<file path="src/sv/gpc_pkg.sv">
// gpc_pkg: widths and control structs shared by the partition-check block.
// No dependencies; compile first.
`default_nettype none

package gpc_pkg;

   // Width of the number under test
   localparam int WIDTH = 16;
   // Trial divisor: d*d <= x stops at d = 2**(WIDTH/2), so one more bit
   localparam int D_W   = WIDTH / 2 + 1;
   // Running square of the divisor, room for (d+1)**2 beyond x
   localparam int SQ_W  = WIDTH + 2;
   // Bit counter of the serial remainder unit
   localparam int CNT_W = $clog2(WIDTH + 1);

   typedef struct packed {
      logic             start;
      logic [WIDTH-1:0] dividend;
      logic [D_W-1:0]   divisor;
   } div_cmd_type;

   typedef struct packed {
      logic done;
      logic is_zero;
   } div_res_type;

   typedef struct packed {
      logic             start;
      logic [WIDTH-1:0] value;
   } test_cmd_type;

   typedef struct packed {
      logic done;
      logic is_prime;
   } test_res_type;

endpackage

`default_nettype wire

</file>
<file path="src/sv/gpc_if.sv">
// gpc_if: request and response channel interfaces (valid/ready handshake).
// Depends on gpc_pkg for the number width.
`default_nettype none

interface gpc_req_if import gpc_pkg::*; ();
   logic             valid;
   logic             ready;
   logic [WIDTH-1:0] number;

   modport source (output valid, output number, input ready);
   modport sink   (input valid, input number, output ready);
endinterface

interface gpc_rsp_if ();
   logic valid;
   logic ready;
   logic number_is_prime;
   logic is_two_prime_sum;

   modport source (output valid, output number_is_prime, output is_two_prime_sum,
                   input ready);
   modport sink   (input valid, input number_is_prime, input is_two_prime_sum,
                   output ready);
endinterface

`default_nettype wire

</file>
<file path="src/sv/goldbach_partition_check_top.sv">
// goldbach_partition_check_top: primality and two-prime-sum check, one item at a time.
// Sequencing: a prime test of x runs one trial divisor at a time through the bit-serial
//   remainder unit, up to floor(sqrt(x))-1 divisors. An item runs one test of n, then, for
//   n of four or more, one test of n-2 for odd n, or pairs of tests (p, n-p) for even n
//   until the first hit or until p passes n/2.
// Throughput: one item in flight; the next is taken once the result sits in the output register.
// Reset: synchronous, active high; clears all control state. No memories, no clearing pass.
`default_nettype none

module goldbach_partition_check_top import gpc_pkg::*; (
   input  logic      clock,
   input  logic      reset,
   gpc_req_if.sink   req_ch,
   gpc_rsp_if.source rsp_ch
);

   // Sequencer states
   localparam logic [2:0] S_IDLE     = 3'd0;  // wait for an item
   localparam logic [2:0] S_TEST_N   = 3'd1;  // primality of n itself
   localparam logic [2:0] S_TEST_ODD = 3'd2;  // odd n: only 2 + (n-2) can work
   localparam logic [2:0] S_TEST_P   = 3'd3;  // even n: candidate p
   localparam logic [2:0] S_TEST_Q   = 3'd4;  // even n: partner n-p
   localparam logic [2:0] S_FINISH   = 3'd5;  // hand the result to the output register

   logic [2:0]       state_ff, state_in;
   logic [WIDTH-1:0] n_ff, n_in;
   logic [WIDTH-1:0] p_ff, p_in;
   logic             tst_start_ff, tst_start_in;
   logic [WIDTH-1:0] tst_val_ff, tst_val_in;
   logic             prime_ff, prime_in;
   logic             sum_ff, sum_in;
   logic             rsp_valid_ff, rsp_valid_in;
   logic             rsp_prime_ff, rsp_prime_in;
   logic             rsp_sum_ff, rsp_sum_in;
   logic [WIDTH-1:0] p_next;
   logic             load_rsp;
   test_cmd_type     tst_cmd;
   test_res_type     tst_res;

   // One shared trial-division tester serves every primality question
   gpc_prime_test u_test (
      .clock    (clock),
      .reset    (reset),
      .test_cmd (tst_cmd),
      .test_res (tst_res)
   );

   assign tst_cmd.start = tst_start_ff;
   assign tst_cmd.value = tst_val_ff;

   // Candidate p never passes n/2 + 1, so the increment cannot wrap
   assign p_next   = p_ff + 1'b1;
   // Output register free, or being emptied this cycle
   assign load_rsp = (state_ff == S_FINISH) && (!rsp_valid_ff || rsp_ch.ready);

   assign req_ch.ready = (state_ff == S_IDLE);

   always_comb begin
      state_in     = state_ff;
      n_in         = n_ff;
      p_in         = p_ff;
      tst_start_in = 1'b0;
      tst_val_in   = tst_val_ff;
      prime_in     = prime_ff;
      sum_in       = sum_ff;
      case (state_ff)
         S_IDLE: begin
            if (req_ch.valid) begin
               // take the item and start testing n straight away
               n_in         = req_ch.number;
               tst_val_in   = req_ch.number;
               tst_start_in = 1'b1;
               state_in     = S_TEST_N;
            end
         end
         S_TEST_N: begin
            if (tst_res.done) begin
               prime_in = tst_res.is_prime;
               if (n_ff < WIDTH'(4)) begin
                  // no candidate p exists below four
                  sum_in   = 1'b0;
                  state_in = S_FINISH;
               end else if (n_ff[0]) begin
                  tst_val_in   = n_ff - WIDTH'(2);
                  tst_start_in = 1'b1;
                  state_in     = S_TEST_ODD;
               end else begin
                  p_in         = WIDTH'(2);
                  tst_val_in   = WIDTH'(2);
                  tst_start_in = 1'b1;
                  state_in     = S_TEST_P;
               end
            end
         end
         S_TEST_ODD: begin
            if (tst_res.done) begin
               sum_in   = tst_res.is_prime;
               state_in = S_FINISH;
            end
         end
         S_TEST_P, S_TEST_Q: begin
            if (tst_res.done) begin
               if (tst_res.is_prime && (state_ff == S_TEST_P)) begin
                  // p is prime: check its partner
                  tst_val_in   = n_ff - p_ff;
                  tst_start_in = 1'b1;
                  state_in     = S_TEST_Q;
               end else if (tst_res.is_prime) begin
                  sum_in   = 1'b1;
                  state_in = S_FINISH;
               end else if (p_next > {1'b0, n_ff[WIDTH-1:1]}) begin
                  // candidates exhausted
                  sum_in   = 1'b0;
                  state_in = S_FINISH;
               end else begin
                  // advance to the next candidate
                  p_in         = p_next;
                  tst_val_in   = p_next;
                  tst_start_in = 1'b1;
                  state_in     = S_TEST_P;
               end
            end
         end
         S_FINISH: begin
            if (load_rsp) begin
               state_in = S_IDLE;
            end
         end
         default: begin
            state_in = S_IDLE;
         end
      endcase
   end

   // Output register: load from the sequencer, drop once taken
   always_comb begin
      rsp_valid_in = rsp_valid_ff;
      rsp_prime_in = rsp_prime_ff;
      rsp_sum_in   = rsp_sum_ff;
      if (load_rsp) begin
         rsp_valid_in = 1'b1;
         rsp_prime_in = prime_ff;
         rsp_sum_in   = sum_ff;
      end else if (rsp_ch.ready) begin
         rsp_valid_in = 1'b0;
      end
   end

   always_ff @(posedge clock) begin
      if (reset) begin
         state_ff     <= S_IDLE;
         tst_start_ff <= 1'b0;
         rsp_valid_ff <= 1'b0;
      end else begin
         state_ff     <= state_in;
         tst_start_ff <= tst_start_in;
         rsp_valid_ff <= rsp_valid_in;
      end
      n_ff         <= n_in;
      p_ff         <= p_in;
      tst_val_ff   <= tst_val_in;
      prime_ff     <= prime_in;
      sum_ff       <= sum_in;
      rsp_prime_ff <= rsp_prime_in;
      rsp_sum_ff   <= rsp_sum_in;
   end

   assign rsp_ch.valid            = rsp_valid_ff;
   assign rsp_ch.number_is_prime  = rsp_prime_ff;
   assign rsp_ch.is_two_prime_sum = rsp_sum_ff;

`ifndef SYNTHESIS
   // A tester answer arrives only while a test is outstanding
   a_done_in_test: assert property (@(posedge clock) disable iff (reset)
      tst_res.done |-> (state_ff == S_TEST_N || state_ff == S_TEST_ODD ||
                        state_ff == S_TEST_P || state_ff == S_TEST_Q))
      else $error("prime tester answered outside a test state");

   // An accepted item starts the test of n in the next cycle
   a_accept_starts: assert property (@(posedge clock) disable iff (reset)
      (req_ch.valid && req_ch.ready) |=> (tst_start_ff && state_ff == S_TEST_N))
      else $error("accepted item did not start a prime test");

   // A result appears only out of the finish state
   a_rsp_from_finish: assert property (@(posedge clock) disable iff (reset)
      $rose(rsp_valid_ff) |-> ($past(state_ff) == S_FINISH))
      else $error("result raised outside the finish state");

   // No new test is started while the tester is still answering the last one
   a_no_overlap: assert property (@(posedge clock) disable iff (reset)
      tst_start_ff |-> !tst_res.done)
      else $error("prime test started while an answer was pending");
`endif

endmodule

`default_nettype wire

</file>
<file path="src/sv/gpc_rem_serial.sv">
// gpc_rem_serial: bit-serial restoring remainder, one dividend bit per cycle.
// Depends on gpc_pkg.
`default_nettype none

module gpc_rem_serial import gpc_pkg::*; (
   input  logic        clock,
   input  logic        reset,
   input  div_cmd_type div_cmd,
   output div_res_type div_res
);

   logic [WIDTH-1:0] sh_ff, sh_in;
   logic [D_W-1:0]   rem_ff, rem_in;
   logic [D_W-1:0]   div_ff, div_in;
   logic [CNT_W-1:0] cnt_ff, cnt_in;
   logic             busy_ff, busy_in;
   logic             done_ff, done_in;
   logic             zero_ff, zero_in;
   logic [D_W:0]     trial;
   logic [D_W:0]     diff;

   always_comb begin
      sh_in   = sh_ff;
      rem_in  = rem_ff;
      div_in  = div_ff;
      cnt_in  = cnt_ff;
      busy_in = busy_ff;
      done_in = 1'b0;
      trial   = {rem_ff, sh_ff[WIDTH-1]};
      diff    = trial - {1'b0, div_ff};
      if (!busy_ff) begin
         if (div_cmd.start) begin
            sh_in   = div_cmd.dividend;
            rem_in  = '0;
            div_in  = div_cmd.divisor;
            cnt_in  = CNT_W'(WIDTH);
            busy_in = 1'b1;
         end
      end else begin
         // shift in the next dividend bit, subtract where it fits
         sh_in  = {sh_ff[WIDTH-2:0], 1'b0};
         rem_in = (trial >= {1'b0, div_ff}) ? diff[D_W-1:0] : trial[D_W-1:0];
         cnt_in = cnt_ff - 1'b1;
         if (cnt_ff == CNT_W'(1)) begin
            busy_in = 1'b0;
            done_in = 1'b1;
         end
      end
      zero_in = (rem_in == '0);
   end

   always_ff @(posedge clock) begin
      if (reset) begin
         busy_ff <= 1'b0;
         done_ff <= 1'b0;
      end else begin
         busy_ff <= busy_in;
         done_ff <= done_in;
      end
      sh_ff   <= sh_in;
      rem_ff  <= rem_in;
      div_ff  <= div_in;
      cnt_ff  <= cnt_in;
      zero_ff <= zero_in;
   end

   assign div_res.done    = done_ff;
   assign div_res.is_zero = zero_ff;

endmodule

`default_nettype wire

</file>
<file path="src/sv/gpc_prime_test.sv">
// gpc_prime_test: trial-division sequencer, walks d = 2, 3, ... while d*d <= x.
// Depends on gpc_pkg and gpc_rem_serial.
`default_nettype none

module gpc_prime_test import gpc_pkg::*; (
   input  logic         clock,
   input  logic         reset,
   input  test_cmd_type test_cmd,
   output test_res_type test_res
);

   localparam logic [1:0] T_IDLE  = 2'd0;
   localparam logic [1:0] T_CHECK = 2'd1;
   localparam logic [1:0] T_DIV   = 2'd2;

   logic [1:0]       st_ff, st_in;
   logic [WIDTH-1:0] x_ff, x_in;
   logic [D_W-1:0]   d_ff, d_in;
   logic [SQ_W-1:0]  dsq_ff, dsq_in;
   logic             go_ff, go_in;
   logic             done_ff, done_in;
   logic             prime_ff, prime_in;
   div_cmd_type      div_cmd;
   div_res_type      div_res;

   gpc_rem_serial u_rem (
      .clock   (clock),
      .reset   (reset),
      .div_cmd (div_cmd),
      .div_res (div_res)
   );

   assign div_cmd.start    = go_ff;
   assign div_cmd.dividend = x_ff;
   assign div_cmd.divisor  = d_ff;

   always_comb begin
      st_in    = st_ff;
      x_in     = x_ff;
      d_in     = d_ff;
      dsq_in   = dsq_ff;
      go_in    = 1'b0;
      done_in  = 1'b0;
      prime_in = prime_ff;
      case (st_ff)
         T_IDLE: begin
            if (test_cmd.start) begin
               x_in = test_cmd.value;
               if (test_cmd.value < WIDTH'(2)) begin
                  done_in  = 1'b1;
                  prime_in = 1'b0;
               end else begin
                  d_in   = D_W'(2);
                  dsq_in = SQ_W'(4);
                  st_in  = T_CHECK;
               end
            end
         end
         T_CHECK: begin
            if (dsq_ff > {{(SQ_W-WIDTH){1'b0}}, x_ff}) begin
               done_in  = 1'b1;
               prime_in = 1'b1;
               st_in    = T_IDLE;
            end else begin
               go_in = 1'b1;
               st_in = T_DIV;
            end
         end
         T_DIV: begin
            if (div_res.done) begin
               if (div_res.is_zero) begin
                  done_in  = 1'b1;
                  prime_in = 1'b0;
                  st_in    = T_IDLE;
               end else begin
                  // (d+1)^2 = d^2 + 2d + 1
                  d_in   = d_ff + 1'b1;
                  dsq_in = dsq_ff + SQ_W'({d_ff, 1'b1});
                  st_in  = T_CHECK;
               end
            end
         end
         default: begin
            st_in = T_IDLE;
         end
      endcase
   end

   always_ff @(posedge clock) begin
      if (reset) begin
         st_ff   <= T_IDLE;
         go_ff   <= 1'b0;
         done_ff <= 1'b0;
      end else begin
         st_ff   <= st_in;
         go_ff   <= go_in;
         done_ff <= done_in;
      end
      x_ff     <= x_in;
      d_ff     <= d_in;
      dsq_ff   <= dsq_in;
      prime_ff <= prime_in;
   end

   assign test_res.done     = done_ff;
   assign test_res.is_prime = prime_ff;

endmodule

`default_nettype wire

</file>
<file path="src/flat_wrapper.sv">
// flat-port wrapper written by rule: the top's interface ports become plain ports
module goldbach_partition_check_top_flat import gpc_pkg::*;
  (clock, reset, req_ch_valid, req_ch_number, req_ch_ready, rsp_ch_valid, rsp_ch_number_is_prime, rsp_ch_is_two_prime_sum, rsp_ch_ready);
  gpc_req_if req_ch_i ();
  gpc_rsp_if rsp_ch_i ();
  input  logic clock;
  input  logic reset;
  input wire logic [$bits(req_ch_i.valid)-1:0] req_ch_valid;
  input wire logic [$bits(req_ch_i.number)-1:0] req_ch_number;
  output wire logic [$bits(req_ch_i.ready)-1:0] req_ch_ready;
  output wire logic [$bits(rsp_ch_i.valid)-1:0] rsp_ch_valid;
  output wire logic [$bits(rsp_ch_i.number_is_prime)-1:0] rsp_ch_number_is_prime;
  output wire logic [$bits(rsp_ch_i.is_two_prime_sum)-1:0] rsp_ch_is_two_prime_sum;
  input wire logic [$bits(rsp_ch_i.ready)-1:0] rsp_ch_ready;
  assign req_ch_i.valid = req_ch_valid;
  assign req_ch_i.number = req_ch_number;
  assign req_ch_ready = req_ch_i.ready;
  assign rsp_ch_valid = rsp_ch_i.valid;
  assign rsp_ch_number_is_prime = rsp_ch_i.number_is_prime;
  assign rsp_ch_is_two_prime_sum = rsp_ch_i.is_two_prime_sum;
  assign rsp_ch_i.ready = rsp_ch_ready;
  goldbach_partition_check_top u_core (.clock(clock), .reset(reset), .req_ch(req_ch_i), .rsp_ch(rsp_ch_i));
endmodule
</file>
<file path="config.mk">
export PLATFORM = sky130hd
export DESIGN_NAME = goldbach_partition_check_top_flat
export DESIGN_NICKNAME = d
export VERILOG_FILES = /design/src/sv/gpc_pkg.sv /design/src/sv/gpc_if.sv /design/src/sv/goldbach_partition_check_top.sv /design/src/sv/gpc_rem_serial.sv /design/src/sv/gpc_prime_test.sv /design/src/flat_wrapper.sv
export SDC_FILE = /design/constraint.sdc
export NUM_CORES = 1
export LEC_CHECK = 0
export ABC_AREA = 1
export BUFFER_PORTS_ARGS = -buffer_cell sky130_fd_sc_hd__buf_2
export CAP_MARGIN = 20
export CORE_AREA = 2 2 135 137
export DETAILED_ROUTE_END_ITERATION = 7
export DIE_AREA = 0 0 137 139
export GPL_TIMING_DRIVEN = 0
export HOLD_SLACK_MARGIN = 0.02
export PLACE_DENSITY = 0.71
export SYNTH_ARGS = -nofsm -noshare
export SYNTH_HDL_FRONTEND = slang
export SYNTH_HIERARCHICAL = 1
export SYNTH_SLANG_ARGS = --single-unit
</file>
<file path="constraint.sdc">
create_clock -name clock -period 9 [get_ports clock]
set_clock_uncertainty 0.05 [all_clocks]
set_input_delay 1.8 -clock clock [delete_from_list [all_inputs] [get_ports clock]]
set_output_delay 1.8 -clock clock [all_outputs]
set_load 0.02 [all_outputs]
</file>
==> results.sh, run 1 <==
export IMPL_status="completed"
export IMPL_critPathMostFrequentCell="sky130_fd_sc_hd__nand2_1"
export IMPL_vdd_drop_max_uv=198
export IMPL_ff2ff_setup_slack_ns=5.34
export IMPL_tns_ns=0
export IMPL_syn_avg_cell_area_um2=8.13
export IMPL_route_detailed_vias_per_inst=5.30
export IMPL_r2r_start="u_core/p_ff[0]"
export IMPL_max_freq_mhz=273
export IMPL_layoutNonFillerInstCount=1456
export IMPL_final_setup_viol_count=0
export IMPL_core_region_area_um2=17700
export IMPL_critPathArrivalTime_ns=3.67
export IMPL_numPortBuffers=23
export IMPL_post_place_cells=1423
export IMPL_global_route_usage_total_pct=23.1
export IMPL_ys_types=53
export IMPL_place_gp_congestion=0.942
export IMPL_hold_path_class="reg2reg"
export IMPL_htree_num_levels=4
export IMPL_startpoint="u_core/p_ff[0]"
export IMPL_dieWidth_um=137
export IMPL_syn_num_nets=1261
export IMPL_postSynthCellCount=1169
export IMPL_design_portCount=24
export IMPL_cts_tree="built"
export IMPL_row_count=49
export IMPL_grt_antenna_before_repair=0
export IMPL_asyncSetResetFlopFracSynth_pct=0
export IMPL_insertion_delay_ns=0.42
export IMPL_rsz0062_at_grt="no"
export IMPL_maxCapViolations=0
export IMPL_first_global_vias=7260
export IMPL_wl_per_cell_um=14.7
export IMPL_seq_area_frac_synth_pct=44.1
export IMPL_final_nets=1306
export IMPL_effective_utilization_at_floorplan_pct=53.8
export IMPL_ys_seq_elements=147
export IMPL_antenna_diode_count=0
export IMPL_critical_path_max_fanout=16
export IMPL_clock_sinks=147
export IMPL_quantity_of_hold_fixing_buffers_added_after_cts=0
export IMPL_p_per_area_nw_per_um2=295
export IMPL_maxSlewViolCount=0
export IMPL_setup_worst_path_start_class="flip-flop"
export IMPL_yosysWarnings=6
export IMPL_post_cts_setup_buffers=0
export IMPL_grt_remaining_overflow=0
export IMPL_static_leakage_power_uw=0.00485
export IMPL_final_wl_um=21400
export IMPL_critical_path_cell_chain="ha_1 > nand2_2 > nor2_2 > inv_2 > nor2_4 > nand2_2 > nor3_4 > xor2_2 > ha_1 > nand2_1 > inv_1 > nand2_1 > nor2_1 > nand2_1 > nand3_1 > nand2_1 > nand2_1 > nand2_1 > nand2_1 > nand2_1 > nand2_1 > nand2_1 > nand2_1 > inv_1"
export IMPL_place_detailed_hpwl_um=16700
export IMPL_die_height_um=139
export IMPL_max_slew_margin_rel_pct=34.9
export IMPL_synth_top_flop_cell="sky130_fd_sc_hd__edfxtp_1"
export IMPL_route_detailed_drc=0
export IMPL_detailedRoute_firstIterationViolations=524
export IMPL_layout_worst_path_cycle_share_pct=40.7
export IMPL_layout_min_cycle_time_ns=3.66
export IMPL_grt_pass1_wl_um=34500
export IMPL_ant_nets=0
export IMPL_worst_setup_hold_path_clk_slew_ns=0.06
export IMPL_slowest_stage="sky130_fd_sc_hd__inv_1"
export IMPL_critical_path_max_stage_delay_ns=0.50
export IMPL_post_cts_resized_instances=0
export IMPL_timing_hold_worst_start="u_core/tst_val_ff[0]"
export IMPL_fillers=1555
export IMPL_hold_violations=0
export IMPL_cts_root_buffer_cell="sky130_fd_sc_hd__clkbuf_16"
export IMPL_pin_count_of_the_biggest_net_entering_global_routing=28
export IMPL_worstMarginPinSlew_ns=0.977
export IMPL_critical_path_class="reg2reg"
export IMPL_detailedRoute_firstPassIterationCount=6
export IMPL_endpoint_class_of_the_critical_path="flip-flop"
export IMPL_layout_area_overhead_vs_synth_pct=11.3
export IMPL_floorplan_die_area_um2=19000
export IMPL_drive_gt1_share_pct=9.45
export IMPL_cp_data_required_time_ns=9.01
export IMPL_clock_tree_buffer_depth=2
export IMPL_post_synth_instance_area_um2=9500
export IMPL_cts_made_buffers=17
export IMPL_vias=7718
export IMPL_synth_edf_count=125
-- worst max-delay path, delay by kind of cell, from the launching register on --
family | cells | cell delay (ns)
xor gates and xnor gates | 1 | 0.21
adders and majority gates | 2 | 0.48
buffers and inverters | 3 | 0.60
DFF | 1 | 0.45
and+or+nand+nor | 18 | 1.48
-- cell usage in the layout, fill, tap and decap left out, drive strengths merged, types with 4 or more instances in the layout --
master,netlist,routed
o21ai,61,61
nand4,8,8
and3,4,4
xnor2,4,4
nand3b,6,6
a21o,7,7
inv,206,206
a31oi,6,6
edfxtp,125,125
a22o,14,14
bufinv,0,5
dfxtp,22,22
buf,11,37
o21a,4,4
nor2,152,152
clkbuf,5,25
nor3,15,15
o211ai,5,5
nand3,93,93
a21oi,65,65
ha,69,69
or2,7,7
clkinv,1,7
nand2,256,256
xor2,7,7
-- through the flow --
step	worst slack (ns)	hold WS [ns]	utilization [%]	total power (uW)	cell area, um^2
floorplan	5.95	0.350	-	2020	9500
global placement	5.36	0.358	56.1	2290	9900
detailed placement	5.39	0.364	56.2	2340	9920
CTS	5.33	0.378	59.7	3100	10500
global route	5.01	0.396	59.9	3340	10600
finish	5.34	0.376	59.9	3120	10600
-- metal layers --
layer	track usage, %	part of all wire [%]
met4	8.03	2.3
met1	29.5	43
met2	39.5	49
met3	3.55	4.8
met5	0	0
-- final timing paths --
path,to,depth (start not counted)
hold / removal,u_core/u_test/x_ff[0],0
setup reg to reg,u_core/p_ff[10],24
hold reg to reg,u_core/u_test/x_ff[0],0
setup / recovery,u_core/p_ff[10],24
-- sequential cells by signal, indices dropped and copies added (netlist names), 2 cells and up --
name	cells
u_core/n_ff	16
u_core/u_test/d_ff	9
u_core/u_test/u_rem/div_ff	9
u_core/u_test/u_rem/sh_ff	16
u_core/tst_val_ff	16
u_core/u_test/u_rem/cnt_ff	5
u_core/u_test/st_ff	2
u_core/u_test/dsq_ff	18
u_core/u_test/u_rem/rem_ff	9
u_core/u_test/x_ff	16
u_core/state_ff	3
u_core/p_ff	16
-- synth_stat cells (all sizes together), types with 3 or more instances --
cell,instances,share of area (%)
xor2,7,0.72
fa,3,0.63
o21a,4,0.32
xnor2,4,0.37
nand4,8,0.53
dfxtp,22,4.6
o21ai,61,3.4
a22o,14,1.3
and3,4,0.26
a21boi,3,0.24
buf,11,0.74
nand3b,6,0.47
a21o,7,0.55
ha,69,9.1
edfxtp,125,40
clkbuf,5,0.20
nor2,152,6.5
inv,206,8.1
o211ai,5,0.40
nor3,15,1.0
or2,7,0.46
nand3,93,5.0
nand2,256,11
a31oi,6,0.46
a21oi,65,3.6
-- power by group --
| group | leakage (uW) | switching (uW) | internal (uW) |
|---|---|---|---|
| Clock | 0.000305 | 267 | 488 |
| Combinational | 0.00318 | 780 | 405 |
| Sequential | 0.00136 | 156 | 1020 |
| Total | 0.00485 | 1200 | 1920 |
-- cell type report --
| class | instances | area, um^2 | area share, % |
|---|---|---|---|
| Multi-Input combinational cell | 799 | 4440 | 42.0 |
| Sequential cell | 147 | 4190 | 39.7 |
| Inverter | 207 | 777 | 7.35 |
| Clock buffer | 20 | 437 | 4.13 |
| Tap cell | 229 | 287 | 2.71 |
| Clock inverter | 12 | 186 | 1.76 |
| Timing Repair Buffer | 26 | 161 | 1.53 |
| Buffer | 16 | 88.8 | 0.840 |
-- cells by family after synthesis --
logic type / count (synthesis) / share of synthesized area, %
simple gates: 546 / 25.2
fa+ha+maj: 72 / 9.72
flops: 147 / 44.1
compound gates: 170 / 10.7
xor+xnor: 11 / 1.09
buf+inv: 223 / 9.11
Power figures use the tool's default switching activity.
==> run 2: changes to the inputs <==
==> constraint.sdc (replaced) <==
create_clock -name clock -period 3.8 [get_ports clock]
set_clock_uncertainty 0.05 [all_clocks]
set_input_delay 0.76 -clock clock [delete_from_list [all_inputs] [get_ports clock]]
set_output_delay 0.76 -clock clock [all_outputs]
set_load 0.02 [all_outputs]
==> run 2 against run 1 <==
  * Sequential power up 140%
  * Via count up 0.27%
  * Final area up 0.45%
  * Flip-flop and latch count unchanged
  * Sequential share of layout area down 0.18 points
  * Largest power group is now combinational cells
  * Worst setup slack worse by 4.9 ns
  * Fmax up 8.7%
  * Combinational power up 140%
  * First-iteration DRC count up 3.2%
  * Highest routed layer unchanged
  * Total power up 140%
  * Critical path depth up 1
  * Critical endpoint unchanged
  * Final cell count up 0.14%
==> results.sh, run 2 (synthesis results as in run 1) <==
export IMPL_power_net_switching_uw=2870
export IMPL_post_layout_total_power_uw=7450
export IMPL_maxCapViolations=0
export IMPL_fillers=1546
export IMPL_finalCoreUtilization_pct=60.2
export IMPL_static_leakage_power_uw=0.00485
export IMPL_wl_per_cell_um=14.8
export IMPL_max_flop_register="u_core/u_test/dsq_ff"
export IMPL_place_gp_congestion=0.942
export IMPL_clock_sinks=147
export IMPL_ant_nets=0
export IMPL_critical_path_class="reg2reg"
export IMPL_drive_gt1_share_pct=9.76
export IMPL_dieWidth_um=137
export IMPL_multi_input_area_um2=4440
export IMPL_quantity_of_hold_fixing_buffers_added_after_cts=0
export IMPL_cts_tree="built"
export IMPL_cts_root_buffer_cell="sky130_fd_sc_hd__clkbuf_16"
export IMPL_grt_antenna_before_repair=0
export IMPL_final_common_cell="sky130_fd_sc_hd__nand2_1"
export IMPL_comb_power_share_pct=38.5
export IMPL_insertion_delay_ns=0.43
export IMPL_htree_num_levels=4
export IMPL_floorplan_die_area_um2=19000
export IMPL_route_detailed_drc=0
export IMPL_p_int_uw=4580
export IMPL_max_slew_margin_rel_pct=34.5
export IMPL_clock_tree_buffer_depth=2
export IMPL_worstMarginPinSlew_ns=0.983
export IMPL_first_global_vias=7260
export IMPL_clock_power_share_pct=24.0
export IMPL_effective_utilization_at_floorplan_pct=53.8
export IMPL_p_per_area_nw_per_um2=702
export IMPL_layout_cells_most_common_list="244 x sky130_fd_sc_hd__nand2_1, 198 x sky130_fd_sc_hd__inv_1, 139 x sky130_fd_sc_hd__nor2_1"
export IMPL_core_region_area_um2=17700
export IMPL_design_portCount=24
export IMPL_status="completed"
export IMPL_cp_data_required_time_ns=3.89
export IMPL_place_detailed_hpwl_um=16700
export IMPL_endpoint_class_of_the_critical_path="flip-flop"
export IMPL_antenna_diode_count=0
export IMPL_power_share_sequential_pct=37.5
export IMPL_die_height_um=139
export IMPL_setup_worst_path_start_class="flip-flop"
export IMPL_cts_made_buffers=17
export IMPL_layout_min_cycle_time_ns=3.37
export IMPL_layout_worst_path_cycle_share_pct=88.6
export IMPL_grt_pass1_wl_um=34500
export IMPL_worst_setup_hold_path_clk_slew_ns=0.06
export IMPL_tns_ns=0
export IMPL_ff_latch_area_um2=4190
export IMPL_layout_area_overhead_vs_synth_pct=11.8
export IMPL_detailedRoute_firstPassIterationCount=5
export IMPL_hold_violations=0
export IMPL_row_count=49
export IMPL_global_route_usage_total_pct=23.1
export IMPL_hold_path_class="reg2reg"
export IMPL_numPortBuffers=23
export IMPL_final_nets=1308
export IMPL_pin_count_of_the_biggest_net_entering_global_routing=28
export IMPL_final_setup_viol_count=0
export IMPL_critPathArrivalTime_ns=3.45
export IMPL_grt_remaining_overflow=0
export IMPL_max_freq_mhz=297
export IMPL_critical_path_max_fanout=16
export IMPL_netSwitchingFraction_pct=38.6
export IMPL_route_detailed_vias_per_inst=5.31
export IMPL_final_wl_um=21500
export IMPL_rsz0062_at_grt="no"
export IMPL_vdd_drop_max_uv=469
export IMPL_largest_reg_flops=18
export IMPL_maxSlewViolCount=0
export IMPL_detailedRoute_firstIterationViolations=541
export IMPL_vias=7739
==> run 2: cell count changes in the layout (fill, tap and decap cells not counted) <==
cell                         delta
sky130_fd_sc_hd__buf_12         +2
sky130_fd_sc_hd__clkinvlp_4     +2
sky130_fd_sc_hd__inv_1          -2
==> run 2: final cells by class <==
type / count / area share, %
multi-input cells: 799 / 41.8
flip-flops and latches: 147 / 39.5
inverters: 207 / 7.39
clock buffers: 20 / 4.11
well taps: 229 / 2.70
repair buffers: 28 / 1.90
clock inverters: 12 / 1.76
plain buffers: 16 / 0.836
==> run 2: path summary, 6_finish.rpt <==
check | start | depth (start not counted) | to | slack (ns)
worst min-delay path | u_core/tst_val_ff[0] | 0 | u_core/u_test/x_ff[0] | 0.37
worst min register to register | u_core/tst_val_ff[0] | 0 | u_core/u_test/x_ff[0] | 0.37
worst max register to register | u_core/p_ff[0] | 25 | u_core/p_ff[10] | 0.43
worst max-delay path | u_core/p_ff[0] | 25 | u_core/p_ff[10] | 0.43
==> run 2: metrics by stage <==
step           worst slack (ns)  hold WS (ns)  instances  instance area [um^2]
5_1_grt                  0.0709         0.396       1458                 10600
3_3_place_gp              0.196         0.358       1421                  9900
2_1_floorplan             0.750         0.350       1169                  9500
3_5_place_dp              0.193         0.364       1423                  9920
6_report                  0.431         0.374       1458                 10600
4_1_cts                   0.132         0.378       1455                 10500
==> run 2: critical path, cell delays in order, from the launching register on <==
cell and delay (ns):
sky130_fd_sc_hd__edfxtp_1 0.45, sky130_fd_sc_hd__ha_1 0.22, sky130_fd_sc_hd__nand2_2 0.08, sky130_fd_sc_hd__nor2_2 0.12, sky130_fd_sc_hd__inv_2 0.07, sky130_fd_sc_hd__nor2_4 0.10
sky130_fd_sc_hd__nand2_2 0.09, sky130_fd_sc_hd__nor3_4 0.20, sky130_fd_sc_hd__xor2_2 0.21, sky130_fd_sc_hd__ha_1 0.26, sky130_fd_sc_hd__nand2_1 0.08, sky130_fd_sc_hd__inv_1 0.04
sky130_fd_sc_hd__nand2_1 0.07, sky130_fd_sc_hd__nor2_1 0.06, sky130_fd_sc_hd__nand2_1 0.08, sky130_fd_sc_hd__nand3_1 0.06, sky130_fd_sc_hd__nand2_1 0.06, sky130_fd_sc_hd__nand2_1 0.05
sky130_fd_sc_hd__nand2_1 0.06, sky130_fd_sc_hd__nand2_1 0.05, sky130_fd_sc_hd__nand2_1 0.09, sky130_fd_sc_hd__nand2_1 0.08, sky130_fd_sc_hd__nand2_1 0.10, sky130_fd_sc_hd__nand2_1 0.09
sky130_fd_sc_hd__clkinvlp_4 0.10, sky130_fd_sc_hd__buf_12 0.15
==> run 2: what timing repair did <==
item	in CTS	in global routing
endpoints found under the setup margin	0	32
buffers inserted	0	2
resized for setup	0	2
==> run 2: routing by layer <==
layer	vias up	track usage [%]	routed length (um)
li1	3955	-	-
met1	3541	29.5	9410
met2	201	39.5	10500
met3	42	3.55	960
met4	0	8.03	590
met5	-	0	0
==> run 2: power by group through the flow <==
stage	clock network (uW)	registers [uW]	logic [uW]
2_1_floorplan	0	2680	2100
3_3_place_gp	0	2810	2620
3_5_place_dp	0	2830	2710
4_1_cts	1820	2800	2740
5_1_grt	1880	2850	3250
6_report	1790	2790	2870
==> run 3: changes to the inputs <==
--- a/config.mk
+++ b/config.mk
@@ -8,9 +8,9 @@
 export ABC_AREA = 1
 export BUFFER_PORTS_ARGS = -buffer_cell sky130_fd_sc_hd__buf_2
 export CAP_MARGIN = 20
-export CORE_AREA = 2 2 135 137
+export CORE_AREA = 4 4 137 139
 export DETAILED_ROUTE_END_ITERATION = 7
-export DIE_AREA = 0 0 137 139
+export DIE_AREA = 0 0 141 143
 export GPL_TIMING_DRIVEN = 0
 export HOLD_SLACK_MARGIN = 0.02
 export PLACE_DENSITY = 0.71
==> run 3 against run 2 <==
  * First-iteration DRC count shrank 4.4%
  * Sequential share of layout area shrank 0.16 points
  * Clock power up 8%
  * Die area is 5.9% higher
  * Count of clock-buffer cells in the layout shrank 3
  * Fmax is 0.59% lower
  * Core utilization is 0.24 points higher
  * Global-route usage down 0.67 points
  * Flip-flop and latch count unchanged
  * Final area is 0.40% higher
  * Critical path type unchanged
  * Largest power group unchanged
==> results.sh, run 3 (synthesis results as in run 1) <==
export IMPL_clock_sinks=147
export IMPL_detailedRoute_firstPassIterationCount=7
export IMPL_setup_worst_path_start_class="flip-flop"
export IMPL_hold_path_class="reg2reg"
export IMPL_r2r_worst_path_cells=19
export IMPL_netSwitchingFraction_pct=38.2
export IMPL_first_global_vias=7508
export IMPL_clock_power_share_pct=25.4
export IMPL_power_net_switching_uw=2910
export IMPL_route_detailed_vias_per_inst=5.28
export IMPL_insertion_delay_ns=0.43
export IMPL_effective_utilization_at_floorplan_pct=53.8
export IMPL_slowest_stage="sky130_fd_sc_hd__edfxtp_1"
export IMPL_worst_setup_hold_path_clk_slew_ns=0.06
export IMPL_final_common_cell="sky130_fd_sc_hd__nand2_1"
export IMPL_layout_worst_path_cycle_share_pct=89.2
export IMPL_maxSlewViolCount=0
export IMPL_critPathArrivalTime_ns=3.48
export IMPL_place_detailed_hpwl_um=16900
export IMPL_hold_violations=0
export IMPL_cp_data_required_time_ns=3.89
export IMPL_max_freq_mhz=295
export IMPL_final_nets=1308
export IMPL_rsz0062_at_grt="no"
export IMPL_power_share_sequential_pct=36.7
export IMPL_dieWidth_um=141
export IMPL_route_detailed_drc=0
export IMPL_path_buf_inv=4
export IMPL_die_height_um=143
export IMPL_maxCapViolations=0
export IMPL_cts_root_buffer_cell="sky130_fd_sc_hd__clkbuf_16"
export IMPL_r2r_start="u_core/p_ff[0]"
export IMPL_floorplan_die_area_um2=20200
export IMPL_terminus_of_the_critical_flop_to_flop_path="u_core/p_ff[15]"
export IMPL_design_portCount=24
export IMPL_worstMarginPinSlew_ns=0.987
export IMPL_status="completed"
export IMPL_critical_path_max_fanout=16
export IMPL_max_flop_register="u_core/u_test/dsq_ff"
export IMPL_critical_path_class="reg2reg"
export IMPL_pin_count_of_the_biggest_net_entering_global_routing=28
export IMPL_critical_path_max_stage_delay_ns=0.46
export IMPL_cts_tree="built"
export IMPL_clock_tree_buffer_depth=2
export IMPL_comb_power_share_pct=37.9
export IMPL_place_gp_congestion=0.910
export IMPL_ff2ff_setup_slack_ns=0.41
export IMPL_drive_gt1_share_pct=9.69
export IMPL_quantity_of_hold_fixing_buffers_added_after_cts=0
export IMPL_hold_path_endpoint="u_core/rsp_ch.number_is_prime"
export IMPL_layout_area_overhead_vs_synth_pct=12.2
export IMPL_core_region_area_um2=17700
export IMPL_static_leakage_power_uw=0.00487
export IMPL_final_wl_um=22100
export IMPL_timing_final_ws_setup_ns=0.411
export IMPL_numPortBuffers=23
export IMPL_post_layout_total_power_uw=7610
export IMPL_p_int_uw=4710
export IMPL_critPathMostFrequentCell="sky130_fd_sc_hd__nand2_1"
export IMPL_htree_num_levels=4
export IMPL_vdd_drop_max_uv=409
export IMPL_largest_reg_flops=18
export IMPL_critical_path_top_delay_family="simple AND/OR/NAND/NOR gates"
export IMPL_grt_pass1_wl_um=35700
export IMPL_hold_depth=0
export IMPL_row_count=49
export IMPL_grt_remaining_overflow=0
export IMPL_endpoint_class_of_the_critical_path="flip-flop"
export IMPL_critical_path_cell_chain="ha_1 > nand2_2 > nor2_2 > inv_2 > nor2_4 > nand2_2 > nor3_4 > nand2_1 > xor2_1 > inv_1 > ha_1 > and3_1 > nand4_1 > nand2_1 > nand2_1 > nand2_1 > nand2_1 > clkinvlp_4 > buf_12"
export IMPL_grt_antenna_before_repair=0
export IMPL_global_route_usage_total_pct=22.4
export IMPL_max_slew_margin_rel_pct=34.2
export IMPL_detailedRoute_firstIterationViolations=517
export IMPL_place_worst_setup_slack_ns=0.183
export IMPL_cts_made_buffers=17
export IMPL_p_per_area_nw_per_um2=714
export IMPL_final_setup_viol_count=0
export IMPL_vias=7694
export IMPL_timing_hold_worst_start="u_core/prime_ff"
export IMPL_tns_ns=0
export IMPL_timing_critical_path_depth=19
export IMPL_antenna_diode_count=0
export IMPL_layout_min_cycle_time_ns=3.39
export IMPL_ant_nets=0
export IMPL_layout_cells_most_common_list="244 x sky130_fd_sc_hd__nand2_1, 198 x sky130_fd_sc_hd__inv_1, 139 x sky130_fd_sc_hd__nor2_1"
export IMPL_wl_per_cell_um=15.1
[run 3: cell count changes in the layout (fill, tap and decap cells not counted)]
cell                         delta
sky130_fd_sc_hd__clkinv_1       +3
sky130_fd_sc_hd__clkinv_2       -2
sky130_fd_sc_hd__clkinvlp_4     -1
sky130_fd_sc_hd__clkbuf_1       -3
sky130_fd_sc_hd__bufinv_16      +2
[run 3: per-stage QoR]
step                util, %  area, um^2  hold slack [ns]  cells
finish                 60.4       10700            0.385   1457
CTS                    60.0       10600            0.395   1454
detailed placement     56.2        9920            0.367   1423
global placement       56.1        9900            0.361   1421
global route           60.4       10700            0.393   1457
floorplan                 -        9500            0.350   1169
[run 3: power by group through the flow]
stage	combinational, uW	sequential, uW	clock (uW)
after floorplan	2100	2680	0
after global placement	2620	2820	0
after detailed placement	2710	2840	0
after CTS	2750	2800	1960
after global routing	3270	2860	2020
final	2880	2800	1930
[run 3: how the worst max path moves through the flow]
stage	start	end
after floorplan	u_core/p_ff[0]	u_core/tst_val_ff[0]
after global placement	u_core/p_ff[0]	u_core/p_ff[15]
after detailed placement	u_core/p_ff[0]	u_core/p_ff[15]
after CTS	u_core/p_ff[0]	u_core/p_ff[12]
after global routing	u_core/p_ff[0]	u_core/p_ff[12]
final	u_core/p_ff[0]	u_core/p_ff[15]
[run 3: cell type report]
type | instances | area (um^2)
clock buffers | 17 | 425
inverters | 207 | 785
repair buffers | 28 | 201
clock inverters | 14 | 240
multi-input cells | 799 | 4440
plain buffers | 16 | 88.8
well taps | 229 | 287
fillers | 1549 | 6990
flip-flops and latches | 147 | 4190
[run 3: what timing repair did]
action / in CTS / in global routing
setup endpoints to repair: 0 / 32
gates resized for setup: 0 / 2
setup buffers: 0 / 2
[run 3: metal layers]
metal	up-vias	track usage (%)	part of all wire, %
met5	-	0	0
met4	0	9.64	2.9
met3	35	3.28	4.2
met2	192	40.1	50
met1	3511	26.9	43
li1	3956	-	-
